==> config.mk <==
export PLATFORM = sky130hd
export DESIGN_NAME = ellipse_outline_point_generator_unit
export DESIGN_NICKNAME = d
export VERILOG_FILES = /design/src/hw/rtl/eopg_pkg.sv /design/src/hw/rtl/ellipse_outline_point_generator_unit.sv /design/src/hw/rtl/eopg_ucode_rom.sv /design/src/hw/rtl/eopg_sequencer.sv /design/src/hw/rtl/eopg_datapath.sv
export SDC_FILE = /design/constraint.sdc
export NUM_CORES = 2
export LEC_CHECK = 0
export ABC_AREA = 0
export BUFFER_PORTS_ARGS = -buffer_cell sky130_fd_sc_hd__buf_2
export CAP_MARGIN = 5
export CORE_UTILIZATION = 55
export DETAILED_ROUTE_END_ITERATION = 12
export PLACE_DENSITY = 0.72
export SKIP_LAST_GASP = 1
export SLEW_MARGIN = 20
export SYNTH_ARGS = -nofsm -noshare
export SYNTH_HDL_FRONTEND = slang
export SYNTH_HIERARCHICAL = 1
export SYNTH_SLANG_ARGS = --single-unit
==> constraint.sdc <==
create_clock -name clk -period 21.9 [get_ports clk]
set_input_delay 2.19 -clock clk [delete_from_list [all_inputs] [get_ports clk]]
set_output_delay 2.19 -clock clk [all_outputs]
set_load 0.02 [all_outputs]
==> src/hw/rtl/eopg_pkg.sv <==
// shared types, constants and microcode encodings of the ellipse outline point generator
package eopg_pkg;

  localparam int COORD_BITS_DEF  = 12;
  localparam int RADIUS_BITS_DEF = 10;

  // microcode address width and entry points
  localparam int UA_W = 4;
  typedef logic [UA_W-1:0] uaddr_t;

  localparam uaddr_t UA_FETCH    = uaddr_t'(0);
  localparam uaddr_t UA_DISPATCH = uaddr_t'(1);
  localparam uaddr_t UA_START    = uaddr_t'(2);
  localparam uaddr_t UA_ZERO     = uaddr_t'(7);
  localparam uaddr_t UA_SINGLE   = uaddr_t'(8);
  localparam uaddr_t UA_R1       = uaddr_t'(9);
  localparam uaddr_t UA_R2       = uaddr_t'(12);

  // request opcodes
  localparam logic OP_START = 1'b0;
  localparam logic OP_STEP  = 1'b1;

  typedef enum logic [1:0] {
    PH_IDLE,
    PH_REGION1,
    PH_REGION2,
    PH_SINGLE
  } phase_t;

  // datapath operations
  typedef enum logic [3:0] {
    DP_NOP,
    DP_MUL_AA,
    DP_MUL_BB,
    DP_MUL_BBA,
    DP_MUL_AAB,
    DP_INIT_R1,
    DP_ZERO,
    DP_IDLE,
    DP_R1_Y,
    DP_R1_X,
    DP_R1_END,
    DP_R2_X,
    DP_R2_Y,
    DP_R2_END
  } dp_op_t;

  // result emission kind
  typedef enum logic [1:0] {
    EM_NONE,
    EM_SINGLE,
    EM_R1,
    EM_R2
  } emit_t;

  // sequencing condition
  typedef enum logic [2:0] {
    CJ_NEXT,
    CJ_GOTO,
    CJ_WAIT_IN,
    CJ_DISPATCH,
    CJ_ZERO
  } jcond_t;

  typedef struct packed {
    dp_op_t op;
    emit_t  emit;
    jcond_t cond;
    uaddr_t target;
  } ucode_word_t;

  // datapath flags seen by the sequencer
  typedef struct packed {
    phase_t phase;
    logic   step_op;
    logic   radii_zero;
  } dp_status_t;

endpackage

==> src/hw/rtl/ellipse_outline_point_generator_unit.sv <==
// top level of the microcoded midpoint ellipse outline point generator
//
//   channel | direction | handshake          | payload
//   --------+-----------+--------------------+-----------------------------------------
//   in_     | request   | in_valid/in_stall  | opcode, center_x/y, radius_h/v
//   out_    | result    | out_valid/out_stall| x_right, x_left, y_down, y_up, region, last
//
// one request at a time; the microcode returns to its fetch step after each one
// each request runs as a microcode program (start, region one or two step, single-point step,
// idle step) on the one shared multiplier/adder datapath
// reset (rst_n low, synchronous) puts the step counter at fetch, phase idle, output empty
// a finished point set sits in the output register; the next request is still taken,
// and only its emitting step waits while out_stall holds that register
module ellipse_outline_point_generator_unit import eopg_pkg::*; #(
  parameter int COORD_BITS  = COORD_BITS_DEF,
  parameter int RADIUS_BITS = RADIUS_BITS_DEF
) (
  input  logic                         clk,
  input  logic                         rst_n,
  input  logic                         in_valid,
  output logic                         in_stall,
  input  logic                         in_opcode,
  input  logic signed [COORD_BITS-1:0] in_center_x,
  input  logic signed [COORD_BITS-1:0] in_center_y,
  input  logic [RADIUS_BITS-1:0]       in_radius_h,
  input  logic [RADIUS_BITS-1:0]       in_radius_v,
  output logic                         out_valid,
  input  logic                         out_stall,
  output logic signed [COORD_BITS:0]   out_x_right,
  output logic signed [COORD_BITS:0]   out_x_left,
  output logic signed [COORD_BITS:0]   out_y_down,
  output logic signed [COORD_BITS:0]   out_y_up,
  output logic                         out_region,
  output logic                         out_last
);

  uaddr_t      ua_pc;
  ucode_word_t ucw;
  dp_status_t  dp_st;
  logic        fire;
  logic        out_busy;
  logic        in_accept;

  // requests are only taken at the fetch step
  assign in_stall  = (ua_pc != UA_FETCH);
  assign in_accept = in_valid && !in_stall;

  // control store lookup
  eopg_ucode_rom u_rom (
    .addr (ua_pc),
    .word (ucw)
  );

  // step counter, holds and jumps
  eopg_sequencer u_seq (
    .clk      (clk),
    .rst_n    (rst_n),
    .in_valid (in_valid),
    .out_busy (out_busy),
    .cw       (ucw),
    .st       (dp_st),
    .pc       (ua_pc),
    .fire     (fire)
  );

  // arithmetic, walk state and result register
  eopg_datapath #(
    .COORD_BITS  (COORD_BITS),
    .RADIUS_BITS (RADIUS_BITS)
  ) u_dp (
    .clk         (clk),
    .rst_n       (rst_n),
    .in_accept   (in_accept),
    .in_opcode   (in_opcode),
    .in_center_x (in_center_x),
    .in_center_y (in_center_y),
    .in_radius_h (in_radius_h),
    .in_radius_v (in_radius_v),
    .cw          (ucw),
    .fire        (fire),
    .out_stall   (out_stall),
    .st          (dp_st),
    .out_busy    (out_busy),
    .out_valid   (out_valid),
    .out_x_right (out_x_right),
    .out_x_left  (out_x_left),
    .out_y_down  (out_y_down),
    .out_y_up    (out_y_up),
    .out_region  (out_region),
    .out_last    (out_last)
  );

`ifndef SYNTHESIS
  // an emitting step must not advance while the output register is blocked
  a_emit_hold: assert property (@(posedge clk) disable iff (!rst_n)
    (out_valid && out_stall && ucw.emit != EM_NONE) |=> $stable(ua_pc))
    else $error("emitting step advanced over a stalled result");

  // a new result only comes from an emitting step that fired
  a_out_source: assert property (@(posedge clk) disable iff (!rst_n)
    $rose(out_valid) |-> $past(fire && ucw.emit != EM_NONE))
    else $error("result appeared without an emitting step");

  // an accepted request is always dispatched next
  a_accept_dispatch: assert property (@(posedge clk) disable iff (!rst_n)
    in_accept |=> (ua_pc == UA_DISPATCH))
    else $error("accepted request was not dispatched");
`endif

endmodule

==> src/hw/rtl/eopg_ucode_rom.sv <==
// control store: one control word per microcode step
module eopg_ucode_rom import eopg_pkg::*; (
  input  uaddr_t      addr,
  output ucode_word_t word
);

  always_comb begin
    unique case (addr)
      UA_FETCH:        word = '{DP_NOP,     EM_NONE,   CJ_WAIT_IN,  UA_FETCH};
      UA_DISPATCH:     word = '{DP_NOP,     EM_NONE,   CJ_DISPATCH, UA_FETCH};
      // squares and cross products on the shared multiplier
      UA_START:        word = '{DP_MUL_AA,  EM_NONE,   CJ_ZERO,     UA_ZERO};
      uaddr_t'(3):     word = '{DP_MUL_BB,  EM_NONE,   CJ_NEXT,     UA_FETCH};
      uaddr_t'(4):     word = '{DP_MUL_BBA, EM_NONE,   CJ_NEXT,     UA_FETCH};
      uaddr_t'(5):     word = '{DP_MUL_AAB, EM_NONE,   CJ_NEXT,     UA_FETCH};
      uaddr_t'(6):     word = '{DP_INIT_R1, EM_NONE,   CJ_GOTO,     UA_FETCH};
      UA_ZERO:         word = '{DP_ZERO,    EM_NONE,   CJ_GOTO,     UA_FETCH};
      UA_SINGLE:       word = '{DP_IDLE,    EM_SINGLE, CJ_GOTO,     UA_FETCH};
      // region one: emit, step y, maybe step x, check for region change
      UA_R1:           word = '{DP_R1_Y,    EM_R1,     CJ_NEXT,     UA_FETCH};
      uaddr_t'(10):    word = '{DP_R1_X,    EM_NONE,   CJ_NEXT,     UA_FETCH};
      uaddr_t'(11):    word = '{DP_R1_END,  EM_NONE,   CJ_GOTO,     UA_FETCH};
      // region two: step x, maybe step y, emit the old point
      UA_R2:           word = '{DP_R2_X,    EM_NONE,   CJ_NEXT,     UA_FETCH};
      uaddr_t'(13):    word = '{DP_R2_Y,    EM_NONE,   CJ_NEXT,     UA_FETCH};
      uaddr_t'(14):    word = '{DP_R2_END,  EM_R2,     CJ_GOTO,     UA_FETCH};
      default:         word = '{DP_NOP,     EM_NONE,   CJ_GOTO,     UA_FETCH};
    endcase
  end

endmodule

==> src/hw/rtl/eopg_sequencer.sv <==
// step counter and jump logic of the microcode sequencer
module eopg_sequencer import eopg_pkg::*; (
  input  logic        clk,
  input  logic        rst_n,
  input  logic        in_valid,
  input  logic        out_busy,
  input  ucode_word_t cw,
  input  dp_status_t  st,
  output uaddr_t      pc,
  output logic        fire
);

  uaddr_t pc_r;
  uaddr_t pc_nxt;
  uaddr_t pc_inc;
  logic   hold;

  assign pc_inc = uaddr_t'(pc_r + 1'b1);
  // wait for a request at fetch, or for the output register on an emitting step
  assign hold   = ((cw.cond == CJ_WAIT_IN) && !in_valid) ||
                  ((cw.emit != EM_NONE) && out_busy);
  assign fire   = !hold;
  assign pc     = pc_r;

  always_comb begin
    pc_nxt = pc_r;
    if (!hold) begin
      unique case (cw.cond)
        CJ_NEXT:     pc_nxt = pc_inc;
        CJ_GOTO:     pc_nxt = cw.target;
        CJ_WAIT_IN:  pc_nxt = pc_inc;
        CJ_ZERO:     pc_nxt = st.radii_zero ? cw.target : pc_inc;
        CJ_DISPATCH: begin
          if (!st.step_op) begin
            pc_nxt = UA_START;
          end else begin
            unique case (st.phase)
              PH_IDLE:    pc_nxt = UA_FETCH;
              PH_REGION1: pc_nxt = UA_R1;
              PH_REGION2: pc_nxt = UA_R2;
              PH_SINGLE:  pc_nxt = UA_SINGLE;
              default:    pc_nxt = UA_FETCH;
            endcase
          end
        end
        default:     pc_nxt = UA_FETCH;
      endcase
    end
  end

  always_ff @(posedge clk) begin
    if (!rst_n) begin
      pc_r <= UA_FETCH;
    end else begin
      pc_r <= pc_nxt;
    end
  end

endmodule

==> src/hw/rtl/eopg_datapath.sv <==
// ellipse datapath: shared multiplier, error terms, offsets and output register
module eopg_datapath import eopg_pkg::*; #(
  parameter int COORD_BITS  = COORD_BITS_DEF,
  parameter int RADIUS_BITS = RADIUS_BITS_DEF
) (
  input  logic                    clk,
  input  logic                    rst_n,
  input  logic                    in_accept,
  input  logic                    in_opcode,
  input  logic signed [COORD_BITS-1:0] in_center_x,
  input  logic signed [COORD_BITS-1:0] in_center_y,
  input  logic [RADIUS_BITS-1:0]  in_radius_h,
  input  logic [RADIUS_BITS-1:0]  in_radius_v,
  input  ucode_word_t             cw,
  input  logic                    fire,
  input  logic                    out_stall,
  output dp_status_t              st,
  output logic                    out_busy,
  output logic                    out_valid,
  output logic signed [COORD_BITS:0] out_x_right,
  output logic signed [COORD_BITS:0] out_x_left,
  output logic signed [COORD_BITS:0] out_y_down,
  output logic signed [COORD_BITS:0] out_y_up,
  output logic                    out_region,
  output logic                    out_last
);

  localparam int RB = RADIUS_BITS;
  localparam int CB = COORD_BITS;
  localparam int PW = 3 * RB;
  localparam int DW = 3 * RB + 4;
  localparam int OW = RB + 2;
  localparam int SW = ((CB > OW) ? CB : OW) + 1;
  localparam logic signed [OW-1:0] OFS_ONE = OW'(1);

  // request and ellipse parameters
  logic                 in_op_r;
  logic signed [CB-1:0] centre_col_r, centre_row_r;
  logic [RB-1:0]        rad_h_r, rad_v_r;

  // multiplier results
  logic [PW-1:0]   prod_r, prod_nxt;
  logic [2*RB-1:0] asq_r, asq_nxt;
  logic [2*RB-1:0] bsq_r, bsq_nxt;
  logic [PW-1:0]   aab_r, aab_nxt;
  logic [2*RB-1:0] mul_a;
  logic [RB-1:0]   mul_b;
  logic [PW-1:0]   mul_p;

  // walk state
  phase_t                phase_r, phase_nxt;
  logic signed [OW-1:0]  ox_r, ox_nxt, oy_r, oy_nxt;
  logic signed [OW-1:0]  sav_x_r, sav_x_nxt, sav_y_r, sav_y_nxt;
  logic signed [DW-1:0]  xd_r, xd_nxt, yd_r, yd_nxt, err_r, err_nxt;
  logic signed [DW-1:0]  sx_r, sx_nxt, sy_r, sy_nxt;
  logic signed [DW-1:0]  two_h, two_v, asq_w, bsq_w, aab2;
  logic signed [DW+1:0]  r1_test, r2_test;
  logic                  r1_move_x, r2_move_y, fin;

  // output register
  logic                 out_valid_r, out_valid_nxt;
  logic signed [CB:0]   x_right_r, x_left_r, y_down_r, y_up_r;
  logic                 region_r, last_r;
  logic                 emit_go;
  logic signed [OW-1:0] em_ox, em_oy;
  logic signed [SW-1:0] cen_x_w, cen_y_w, off_x_w, off_y_w;
  logic signed [SW-1:0] xr_w, xl_w, yd_w, yu_w;

  assign two_h = {{(DW-2*RB-1){1'b0}}, asq_r, 1'b0};
  assign two_v = {{(DW-2*RB-1){1'b0}}, bsq_r, 1'b0};
  assign asq_w = {{(DW-2*RB){1'b0}}, asq_r};
  assign bsq_w = {{(DW-2*RB){1'b0}}, bsq_r};
  assign aab2  = {{(DW-PW-1){1'b0}}, aab_r, 1'b0};

  // 2*err + delta, sign and zero decide the diagonal move
  assign r1_test   = {err_r[DW-1], err_r, 1'b0} + {{2{xd_r[DW-1]}}, xd_r};
  assign r2_test   = {err_r[DW-1], err_r, 1'b0} + {{2{yd_r[DW-1]}}, yd_r};
  assign r1_move_x = !r1_test[DW+1] && (r1_test != '0);
  assign r2_move_y = !r2_test[DW+1] && (r2_test != '0);
  assign fin       = sx_r > sy_r;

  // one shared multiplier
  always_comb begin
    mul_a = '0;
    mul_b = '0;
    unique case (cw.op)
      DP_MUL_AA:  begin mul_a = {{RB{1'b0}}, rad_h_r}; mul_b = rad_h_r; end
      DP_MUL_BB:  begin mul_a = {{RB{1'b0}}, rad_v_r}; mul_b = rad_v_r; end
      DP_MUL_BBA: begin mul_a = prod_r[2*RB-1:0];      mul_b = rad_h_r; end
      DP_MUL_AAB: begin mul_a = asq_r;                 mul_b = rad_v_r; end
      default:    begin mul_a = '0;                    mul_b = '0;      end
    endcase
  end
  assign mul_p = {{RB{1'b0}}, mul_a} * {{(2*RB){1'b0}}, mul_b};

  always_comb begin
    prod_nxt  = prod_r;
    asq_nxt   = asq_r;
    bsq_nxt   = bsq_r;
    aab_nxt   = aab_r;
    phase_nxt = phase_r;
    ox_nxt    = ox_r;
    oy_nxt    = oy_r;
    sav_x_nxt = sav_x_r;
    sav_y_nxt = sav_y_r;
    xd_nxt    = xd_r;
    yd_nxt    = yd_r;
    err_nxt   = err_r;
    sx_nxt    = sx_r;
    sy_nxt    = sy_r;
    if (fire) begin
      unique case (cw.op)
        DP_MUL_AA: prod_nxt = mul_p;
        DP_MUL_BB: begin
          asq_nxt  = prod_r[2*RB-1:0];
          prod_nxt = mul_p;
        end
        DP_MUL_BBA: begin
          bsq_nxt  = prod_r[2*RB-1:0];
          prod_nxt = mul_p;
        end
        DP_MUL_AAB: begin
          sx_nxt   = {{(DW-PW-1){1'b0}}, prod_r, 1'b0};
          prod_nxt = mul_p;
        end
        DP_INIT_R1: begin
          aab_nxt   = prod_r;
          ox_nxt    = {2'b00, rad_h_r};
          oy_nxt    = '0;
          xd_nxt    = bsq_w - sx_r;
          yd_nxt    = asq_w;
          err_nxt   = '0;
          sy_nxt    = '0;
          phase_nxt = PH_REGION1;
        end
        DP_ZERO: begin
          ox_nxt    = '0;
          oy_nxt    = '0;
          phase_nxt = PH_SINGLE;
        end
        DP_IDLE: phase_nxt = PH_IDLE;
        DP_R1_Y: begin
          oy_nxt  = oy_r + OFS_ONE;
          sy_nxt  = sy_r + two_h;
          err_nxt = err_r + yd_r;
          yd_nxt  = yd_r + two_h;
        end
        DP_R1_X: begin
          if (r1_move_x) begin
            ox_nxt  = ox_r - OFS_ONE;
            sx_nxt  = sx_r - two_v;
            err_nxt = err_r + xd_r;
            xd_nxt  = xd_r + two_v;
          end
        end
        DP_R1_END: begin
          // flat part reached: restart at the top of the ellipse
          if (sx_r < sy_r) begin
            ox_nxt    = '0;
            oy_nxt    = {2'b00, rad_v_r};
            xd_nxt    = bsq_w;
            yd_nxt    = asq_w - aab2;
            err_nxt   = '0;
            sx_nxt    = '0;
            sy_nxt    = aab2;
            phase_nxt = PH_REGION2;
          end
        end
        DP_R2_X: begin
          sav_x_nxt = ox_r;
          sav_y_nxt = oy_r;
          ox_nxt    = ox_r + OFS_ONE;
          sx_nxt    = sx_r + two_v;
          err_nxt   = err_r + xd_r;
          xd_nxt    = xd_r + two_v;
        end
        DP_R2_Y: begin
          if (r2_move_y) begin
            oy_nxt  = oy_r - OFS_ONE;
            sy_nxt  = sy_r - two_h;
            err_nxt = err_r + yd_r;
            yd_nxt  = yd_r + two_h;
          end
        end
        DP_R2_END: begin
          if (fin) begin
            phase_nxt = PH_IDLE;
          end
        end
        default: phase_nxt = phase_r;
      endcase
    end
  end

  // output point set
  assign emit_go = fire && (cw.emit != EM_NONE);
  assign em_ox   = (cw.emit == EM_R2) ? sav_x_r : ox_r;
  assign em_oy   = (cw.emit == EM_R2) ? sav_y_r : oy_r;
  assign cen_x_w = SW'(centre_col_r);
  assign cen_y_w = SW'(centre_row_r);
  assign off_x_w = SW'(em_ox);
  assign off_y_w = SW'(em_oy);
  assign xr_w    = cen_x_w + off_x_w;
  assign xl_w    = cen_x_w - off_x_w;
  assign yd_w    = cen_y_w + off_y_w;
  assign yu_w    = cen_y_w - off_y_w;

  always_comb begin
    out_valid_nxt = out_valid_r;
    if (emit_go) begin
      out_valid_nxt = 1'b1;
    end else if (out_valid_r && !out_stall) begin
      out_valid_nxt = 1'b0;
    end
  end

  always_ff @(posedge clk) begin
    if (!rst_n) begin
      phase_r     <= PH_IDLE;
      out_valid_r <= 1'b0;
    end else begin
      phase_r     <= phase_nxt;
      out_valid_r <= out_valid_nxt;
    end
  end

  always_ff @(posedge clk) begin
    prod_r  <= prod_nxt;
    asq_r   <= asq_nxt;
    bsq_r   <= bsq_nxt;
    aab_r   <= aab_nxt;
    ox_r    <= ox_nxt;
    oy_r    <= oy_nxt;
    sav_x_r <= sav_x_nxt;
    sav_y_r <= sav_y_nxt;
    xd_r    <= xd_nxt;
    yd_r    <= yd_nxt;
    err_r   <= err_nxt;
    sx_r    <= sx_nxt;
    sy_r    <= sy_nxt;
    if (in_accept) begin
      in_op_r <= in_opcode;
      if (in_opcode == OP_START) begin
        centre_col_r <= in_center_x;
        centre_row_r <= in_center_y;
        rad_h_r      <= in_radius_h;
        rad_v_r      <= in_radius_v;
      end
    end
    if (emit_go) begin
      x_right_r <= xr_w[CB:0];
      x_left_r  <= xl_w[CB:0];
      y_down_r  <= yd_w[CB:0];
      y_up_r    <= yu_w[CB:0];
      region_r  <= (cw.emit == EM_R2);
      last_r    <= (cw.emit == EM_SINGLE) || ((cw.emit == EM_R2) && fin);
    end
  end

  assign st.phase      = phase_r;
  assign st.step_op    = (in_op_r == OP_STEP);
  assign st.radii_zero = (rad_h_r == '0) && (rad_v_r == '0);

  assign out_busy    = out_valid_r && out_stall;
  assign out_valid   = out_valid_r;
  assign out_x_right = x_right_r;
  assign out_x_left  = x_left_r;
  assign out_y_down  = y_down_r;
  assign out_y_up    = y_up_r;
  assign out_region  = region_r;
  assign out_last    = last_r;

endmodule

# --- Word level (Yosys, flattened, before mapping) ---
# Memory sizes are Yosys's and may differ from the RTL's. A register that Yosys moved wholly into a read port is not among the register bits.
# Cells that the tools add are included.
totals:
  reg_bits: 424
  mem_bits_ro: 192
  out_inout_bits: 56
  memories: 1
op_classes:
  n_addsub: 21
  multipliers: 1
  order_cmp: 2
  eq_ne: 26
  n_mux: 36
  n_bitwise: 2
  n_reduce_logical: 52
mem_list:
  columns: ["memory", "words", "word_bits", "read_ports", "rd_clocked_by_memory_dff", "write_ports", "line", "source"]
  rows:
  - ["(name not given)", 16, 12, 1, 1, 0, "eopg_ucode_rom.sv:8", "unique case (addr)"]
ops:
  columns: ["operator", "n"]
  rows:
  - ["34-bit one-hot mux with 4 select lines", 4]
  - ["34-bit 2-to-1 mux", 10]
  - ["34-bit one-hot mux with 6 select lines", 1]
  - ["34-bit by 22-bit adder with 34-bit output", 4]
  - ["20-bit one-hot mux with 4 select lines", 1]
  - ["35-bit by 34-bit adder with 36-bit output", 2]
  - ["12-bit 2-to-1 mux", 6]
  - ["36-bit nonzero test", 2]
  - ["34-bit adder", 2]
  - ["34-bit by 22-bit subtractor with 34-bit output", 2]
  - ["12-bit one-hot mux with 5 select lines", 1]
  - ["12-bit one-hot mux with 4 select lines", 1]
  - ["34-bit greater-than comparator", 1]
  - ["34-bit < comparator", 1]
  - ["21-bit by 34-bit subtractor with 34-bit output", 1]
  - ["4-bit one-hot mux with 4 select lines", 2]
  - ["20-bit by 31-bit subtractor with 32-bit output", 1]
  - ["20-bit by 10-bit multiplier with 30-bit output", 1]
  - ["12-bit by 12-bit adder with 13-bit output", 2]
  - ["12-bit by 12-bit subtractor with 13-bit output", 2]
  - ["12-bit by 2-bit adder with 12-bit output (second input constant)", 2]
  - ["4-bit equality test (second input constant)", 6]
  - ["4-bit AND reduction", 6]
  - ["12-bit by 2-bit subtractor with 12-bit output (second input constant)", 2]
  - ["30 further kinds", 77]

# --- Logic depth before layout (Yosys ltp) ---
depth:
  ltp_word: 6
  mapped_depth: 35

# --- By module ---
# Netlist, hierarchy kept.
by_module_without_submodules:
  columns: ["mod", "n_inst", "cells_each", "area_each_um2", "seq_area_each_um2"]
  rows:
  - ["eopg_datapath", 1, 4254, 39515.4, 12462.0]
  - ["eopg_sequencer", 1, 42, 334.1, 80.1]
  - ["eopg_ucode_rom", 1, 35, 242.7, 0.0]
  - ["ellipse_outline_point_generator_unit", 1, 3, 21.3, 0.0]

# --- Least setup slack after synthesis ---
# No wires, ideal clock.
synth_timing:
  path_type: "reg2reg"
  start: "register u_seq/pc[0] (netlist name)"
  end: "register u_dp.prod_r[29] (data pin)"
  setup_time_ns: 0.261
  arrival_ns: 7.716
  t_required_ns: 21.639
  slack_ns: 13.923
  stages_incl_launch_ff: 34
  synth_period_minus_slack_ns: 7.977
  cell_sequence: "dfxtp_1 > inv_1 > ha_1 > inv_1 > a31oi_1 > nor2b_1 > and2_1 > or2_2 > clkbuf_1 > a22o_1 > clkbuf_1 > clkbuf_1 > nand2_1 > fa_1 > inv_1 > fa_1 > inv_1 > fa_1 > inv_1 > fa_1 > inv_1 > fa_1 > inv_1 > ha_1 > a21oi_1 > nor2b_1 > a211oi_1 > a21oi_1 > a41o_1 > o41a_1 > a41o_1 > nor3_1 > nor2_1 > a311o_1"
synth_rtl:
  columns: ["item", "line", "source"]
  rows:
  - ["end signal: assignment", "eopg_datapath.sv:228", "prod_r <= prod_nxt;"]
  - ["end: declaration", "eopg_datapath.sv:42", "logic [PW-1:0] prod_r, prod_nxt;"]

==> reports/qor_table.md <==
| Item | This run |
|:---|:---|
| Leading cell types by total area after synthesis | sky130_fd_sc_hd__edfxtp_1 31%, sky130_fd_sc_hd__ha_1 13%, sky130_fd_sc_hd__fa_1 7.8%, sky130_fd_sc_hd__xnor2_1 4.0%, sky130_fd_sc_hd__nand2_1 3.9% |
| Async SR Flop Fraction | 0% |
| Clock tree from TritonCTS | done |
| Initial cell density of the core | 55.8% |
| Number of buffers inserted during clock tree synthesis | 49 |
| Vias in the first global route | 32600 |
| Post-synth top area share | 30.9% |
| Worst Slack Setup Final | 12.02 ns |
| Global-route layer with the greatest usage | met2 |
| Number of detailed-route iterations in the first pass | 6 |
| Class of the worst hold path | register to register |
| Max-slew violations | 0 |
| Count of inserted antenna diode cells | 0 |
| Buffer cell driving the clock tree root | sky130_fd_sc_hd__clkbuf_16 |
| Global routing usage on met1 | 40.7% |
| Maximum net fanout on the critical path | 39 |
| Area share of xor/xnor cells in the synthesized design | 6.99% |
| CP max stage delay | 0.71 ns |
| Library cells used by synthesis | 104 |
| Die extent in y | 272 um |
| Worst setup slack after placement | 12.09 ns |
| Routing usage on met3 | 4.39% |
| Maximum clock insertion buffer count | 3 |
| Transition time at the pin with the least slew margin | 1.20 ns |
| Count of clock tree sinks | 420 |
| Count of port buffers added during placement | 104 |
| Most area-hungry cell type in the Yosys netlist | sky130_fd_sc_hd__edfxtp_1 |
| GRT Util Overall | 29.7% |
| Most prevalent standard cell on the critical path | sky130_fd_sc_hd__inv_1 |
| Setup violation total in the final timing report | 0 |
| Count of state elements after synthesis | 420 |
| Compound-gate portion of the synthesized area | 19.9% |
| Final period demand of the worst path | 9.88 ns |
| Part of the power in registers | 39.5% |
| Detailed-placement wirelength estimate | 85.6 mm |
| Final estimated routing congestion in global placement | 0.954 |
| Iteration-0 DRC count of the detailed router | 2926 |
| DR WL/cell | 20.5 um |
| Crit path from | u_seq/pc[0]$_SDFFE_PN0P_ |
| Data required time at the worst endpoint | 22.26 ns |
| Max VDD drop | 0.0000744 V |
| Unrepaired setup endpoints after global routing | no |
| Global-route wire length before repair | 175 mm |
| Capturing element type of the critical path | register |
| I/O pin cnt | 105 |
| Area Growth Syn to Fin | 7.62% |
| Post-synthesis sequential area ratio | 31.3% |
| Power Internal | 1800 uW |
| Area inside the core boundary | 71900 sq um |
| Post-route fraction of the period consumed by the critical path | 45.1% |
| Layout filler cell count | 6165 |
| Number of nets in the finished design | 5016 |
| Clock transition at the registers of the reported paths | 0.06 ns |
| Post-synthesis adder-cell area fraction | 20.9% |
| Post-synthesis share of cell area spent on and, or, nand and nor gates | 14.8% |
| Share of power burned in the clock network | 27.9% |
| Vias/cell | 6.17 |
| Fraction of final layout cells with drive strength greater than 1 | 6.87% |
| Post-cts sizing count | 0 |
| Sw power | 1040 uW |
| Number of H-tree levels | 2 |
| Cell area after synthesis | 40100 sq um |
| Data arrival time at the worst-slack endpoint | 10.23 ns |
| Total Negative Setup Slacks | 0 ns |
| Crit start category | register |
| Number of endpoints with negative hold slack in the final report | 0 |
| Fraction of synthesized area in multiplexers | 1.22% |
| Number of buffers inserted to repair setup after CTS | 0 |
| Insertion delay of the later-clocked pin in the worst-skew pair | 0.63 ns |
| Tightest slew margin relative to the limit | 20.0% |
| Status | finished clean |
| Count of nets left with antenna violations after detail routing | 0 |
| Switching power as a share of total power | 36.5% |
| Maximum number of pins on one net before global-route repair | 67 |
| Syn Area/Cell | 9.26 sq um |
| Final core occ | 60.1% |
| Startpoint of the lowest-slack register-to-register path | u_seq/pc[0]$_SDFFE_PN0P_ |
| Maxcap violations | 0 |
| Antenna violations before repair | 0 |
| Post-Route WL | 110 mm |
| Number of buffers inserted for hold repair after clock tree synthesis | 0 |
| Max Freq | 101 MHz |
| Worst path slowest cell | sky130_fd_sc_hd__a22o_1 |
| Number of standard-cell rows in the floorplan | 98 |
| Die outline area | 74000 sq um |
| Dominant combinational cell family by area after synthesis | adder cells |
| Syn Inst Count | 4334 |
| Die width | 272 um |
| Worst-case clock skew | 0.0368 ns |
| PwrDens | 65.8 nW/um^2 |
| DRC errors left | 0 |
| Number of flops mapped to enable cells by yosys | 413 |
| Synth warnings | 6 |
| Proportion of power drawn by combinational gates | 32.6% |
| Met2 Resource Use GR | 48.0% |
| Startpoint of the lowest-slack hold path | u_dp/oy_r[8]$_SDFFCE_PP0P_ |
| Total leakage power | 0.0186 uW |
| Setup CP Type | register to register |
| Top flip-flop cell by instance count after synthesis | sky130_fd_sc_hd__edfxtp_1 |
| Routed via count | 33200 |
| GRT overflow | 0 |
| Post-synthesis net count | 4958 |
[logic make-up after synthesis]
group / count (synthesis)
flops: 420
other cells: 1
buf+inv: 509
xor+xnor: 320
simple gates: 1267
fa+ha+maj: 575
mux: 46
compound gates: 1196
[final cells by class]
| cell class | instances | area, sq um | share of cell area [%] |
|---|---|---|---|
| clock buffer | 56 | 1250 | 2.90 |
| clock inverter | 31 | 267 | 0.617 |
| inverter | 368 | 1380 | 3.20 |
| multi-input combinational | 3405 | 25700 | 59.5 |
| sequential | 420 | 12500 | 29.1 |
| tap | 950 | 1190 | 2.75 |
| timing repair buffer | 148 | 848 | 1.97 |
[cell usage in the layout (no fill, tap or decap), types with 21 or more instances in the layout]
cell type,count
sky130_fd_sc_hd__nand2_1,420
sky130_fd_sc_hd__ha_1,419
sky130_fd_sc_hd__edfxtp_1,413
sky130_fd_sc_hd__inv_1,367
sky130_fd_sc_hd__nor2_1,353
sky130_fd_sc_hd__a21oi_1,265
sky130_fd_sc_hd__o21ai_0,254
sky130_fd_sc_hd__xnor2_1,181
sky130_fd_sc_hd__fa_1,156
sky130_fd_sc_hd__xor2_1,139
sky130_fd_sc_hd__a21o_1,130
sky130_fd_sc_hd__buf_2,105
sky130_fd_sc_hd__nand3_1,74
sky130_fd_sc_hd__nor3_1,71
sky130_fd_sc_hd__nand2b_1,58
sky130_fd_sc_hd__clkbuf_16,49
sky130_fd_sc_hd__o21a_1,46
sky130_fd_sc_hd__a211oi_1,43
sky130_fd_sc_hd__buf_4,43
sky130_fd_sc_hd__and3_1,42
sky130_fd_sc_hd__nor2b_1,41
sky130_fd_sc_hd__o21bai_1,41
sky130_fd_sc_hd__o22ai_1,41
sky130_fd_sc_hd__a22oi_1,35
sky130_fd_sc_hd__nand4_1,35
sky130_fd_sc_hd__o31ai_1,34
sky130_fd_sc_hd__o211ai_1,32
sky130_fd_sc_hd__and2_1,30
sky130_fd_sc_hd__a31oi_1,30
sky130_fd_sc_hd__nor4_1,28
sky130_fd_sc_hd__a22o_1,26
sky130_fd_sc_hd__mux2_2,24
sky130_fd_sc_hd__mux2i_1,21
[per-layer routing]
layer,part of all wire [%],up-vias,wire [um]
met3,8.2,202,9040
met4,3.3,0,3680
met5,0,-,0
met1,43,15900,47600
met2,45,1230,50100
li1,-,15900,-
[state kept, by name, indices dropped and copies added (netlist names), 13 cells and up]
register / flops
u_dp/xd_r: 34
u_dp/aab_r: 30
u_dp/asq_r: 20
u_dp/out_y_down: 13
u_dp/sy_r: 33
u_dp/sx_r: 33
u_dp/out_x_right: 13
u_dp/err_r: 34
u_dp/bsq_r: 20
u_dp/prod_r: 30
u_dp/yd_r: 34
[stage by stage]
step	cell area (sq um)	std cells	power (uW)	hold slack (ns)
6_report	43200	5378	2840	0.492
5_1_grt	43200	5378	2990	0.507
4_1_cts	43200	5378	2840	0.488
3_5_place_dp	41600	5291	2040	0.472
3_3_place_gp	41600	5290	2020	0.472
2_1_floorplan	40100	4334	1770	0.426
[cells in the mapped netlist, types with 18 or more instances]
| master | count |
|---|---|
| sky130_fd_sc_hd__nand2_1 | 422 |
| sky130_fd_sc_hd__ha_1 | 419 |
| sky130_fd_sc_hd__edfxtp_1 | 413 |
| sky130_fd_sc_hd__inv_1 | 367 |
| sky130_fd_sc_hd__nor2_1 | 357 |
| sky130_fd_sc_hd__a21oi_1 | 265 |
| sky130_fd_sc_hd__o21ai_0 | 254 |
| sky130_fd_sc_hd__xnor2_1 | 181 |
| sky130_fd_sc_hd__fa_1 | 156 |
| sky130_fd_sc_hd__xor2_1 | 139 |
| sky130_fd_sc_hd__a21o_1 | 130 |
| sky130_fd_sc_hd__clkbuf_1 | 115 |
| sky130_fd_sc_hd__nor3_1 | 76 |
| sky130_fd_sc_hd__nand3_1 | 74 |
| sky130_fd_sc_hd__nand2b_1 | 58 |
| sky130_fd_sc_hd__o21a_1 | 47 |
| sky130_fd_sc_hd__a211oi_1 | 44 |
| sky130_fd_sc_hd__and3_1 | 42 |
| sky130_fd_sc_hd__nor2b_1 | 42 |
| sky130_fd_sc_hd__o21bai_1 | 41 |
| sky130_fd_sc_hd__o22ai_1 | 41 |
| sky130_fd_sc_hd__a22oi_1 | 35 |
| sky130_fd_sc_hd__nand4_1 | 35 |
| sky130_fd_sc_hd__o31ai_1 | 34 |
| sky130_fd_sc_hd__o211ai_1 | 32 |
| sky130_fd_sc_hd__a31oi_1 | 30 |
| sky130_fd_sc_hd__and2_1 | 30 |
| sky130_fd_sc_hd__nor4_1 | 28 |
| sky130_fd_sc_hd__a22o_1 | 26 |
| sky130_fd_sc_hd__mux2_2 | 24 |
| sky130_fd_sc_hd__mux2i_1 | 22 |
| sky130_fd_sc_hd__or3_1 | 20 |
| sky130_fd_sc_hd__a221o_1 | 18 |
[final timing paths]
check                                   end  cells after the start  slack (ns)
setup / recovery  u_dp/prod_r[29]$_DFFE_PP_                     33       12.02
hold / removal    u_dp/sav_y_r[8]$_DFFE_PP_                      0        0.49
setup reg to reg  u_dp/prod_r[29]$_DFFE_PP_                     33       12.02
hold reg to reg   u_dp/sav_y_r[8]$_DFFE_PP_                      0        0.49
[critical path: cells and delay by family (launching register included)]
family / cells / cell delay [ns]
mux: 1 / 0.09
compound gates: 9 / 3.19
simple gates: 8 / 1.55
flops: 1 / 0.50
fa+ha+maj: 7 / 3.26
buf+inv: 8 / 0.98
[power by group through the flow]
| stage | combinational, uW | clock, uW | sequential (uW) |
|---|---|---|---|
| after CTS | 914 | 806 | 1120 |
| after global routing | 1030 | 832 | 1130 |
| after floorplan | 690 | 0 | 1080 |
| after detailed placement | 907 | 0 | 1130 |
| final | 926 | 793 | 1120 |
| after global placement | 889 | 0 | 1130 |
Note: power is estimated with default switching activity, not from simulation.
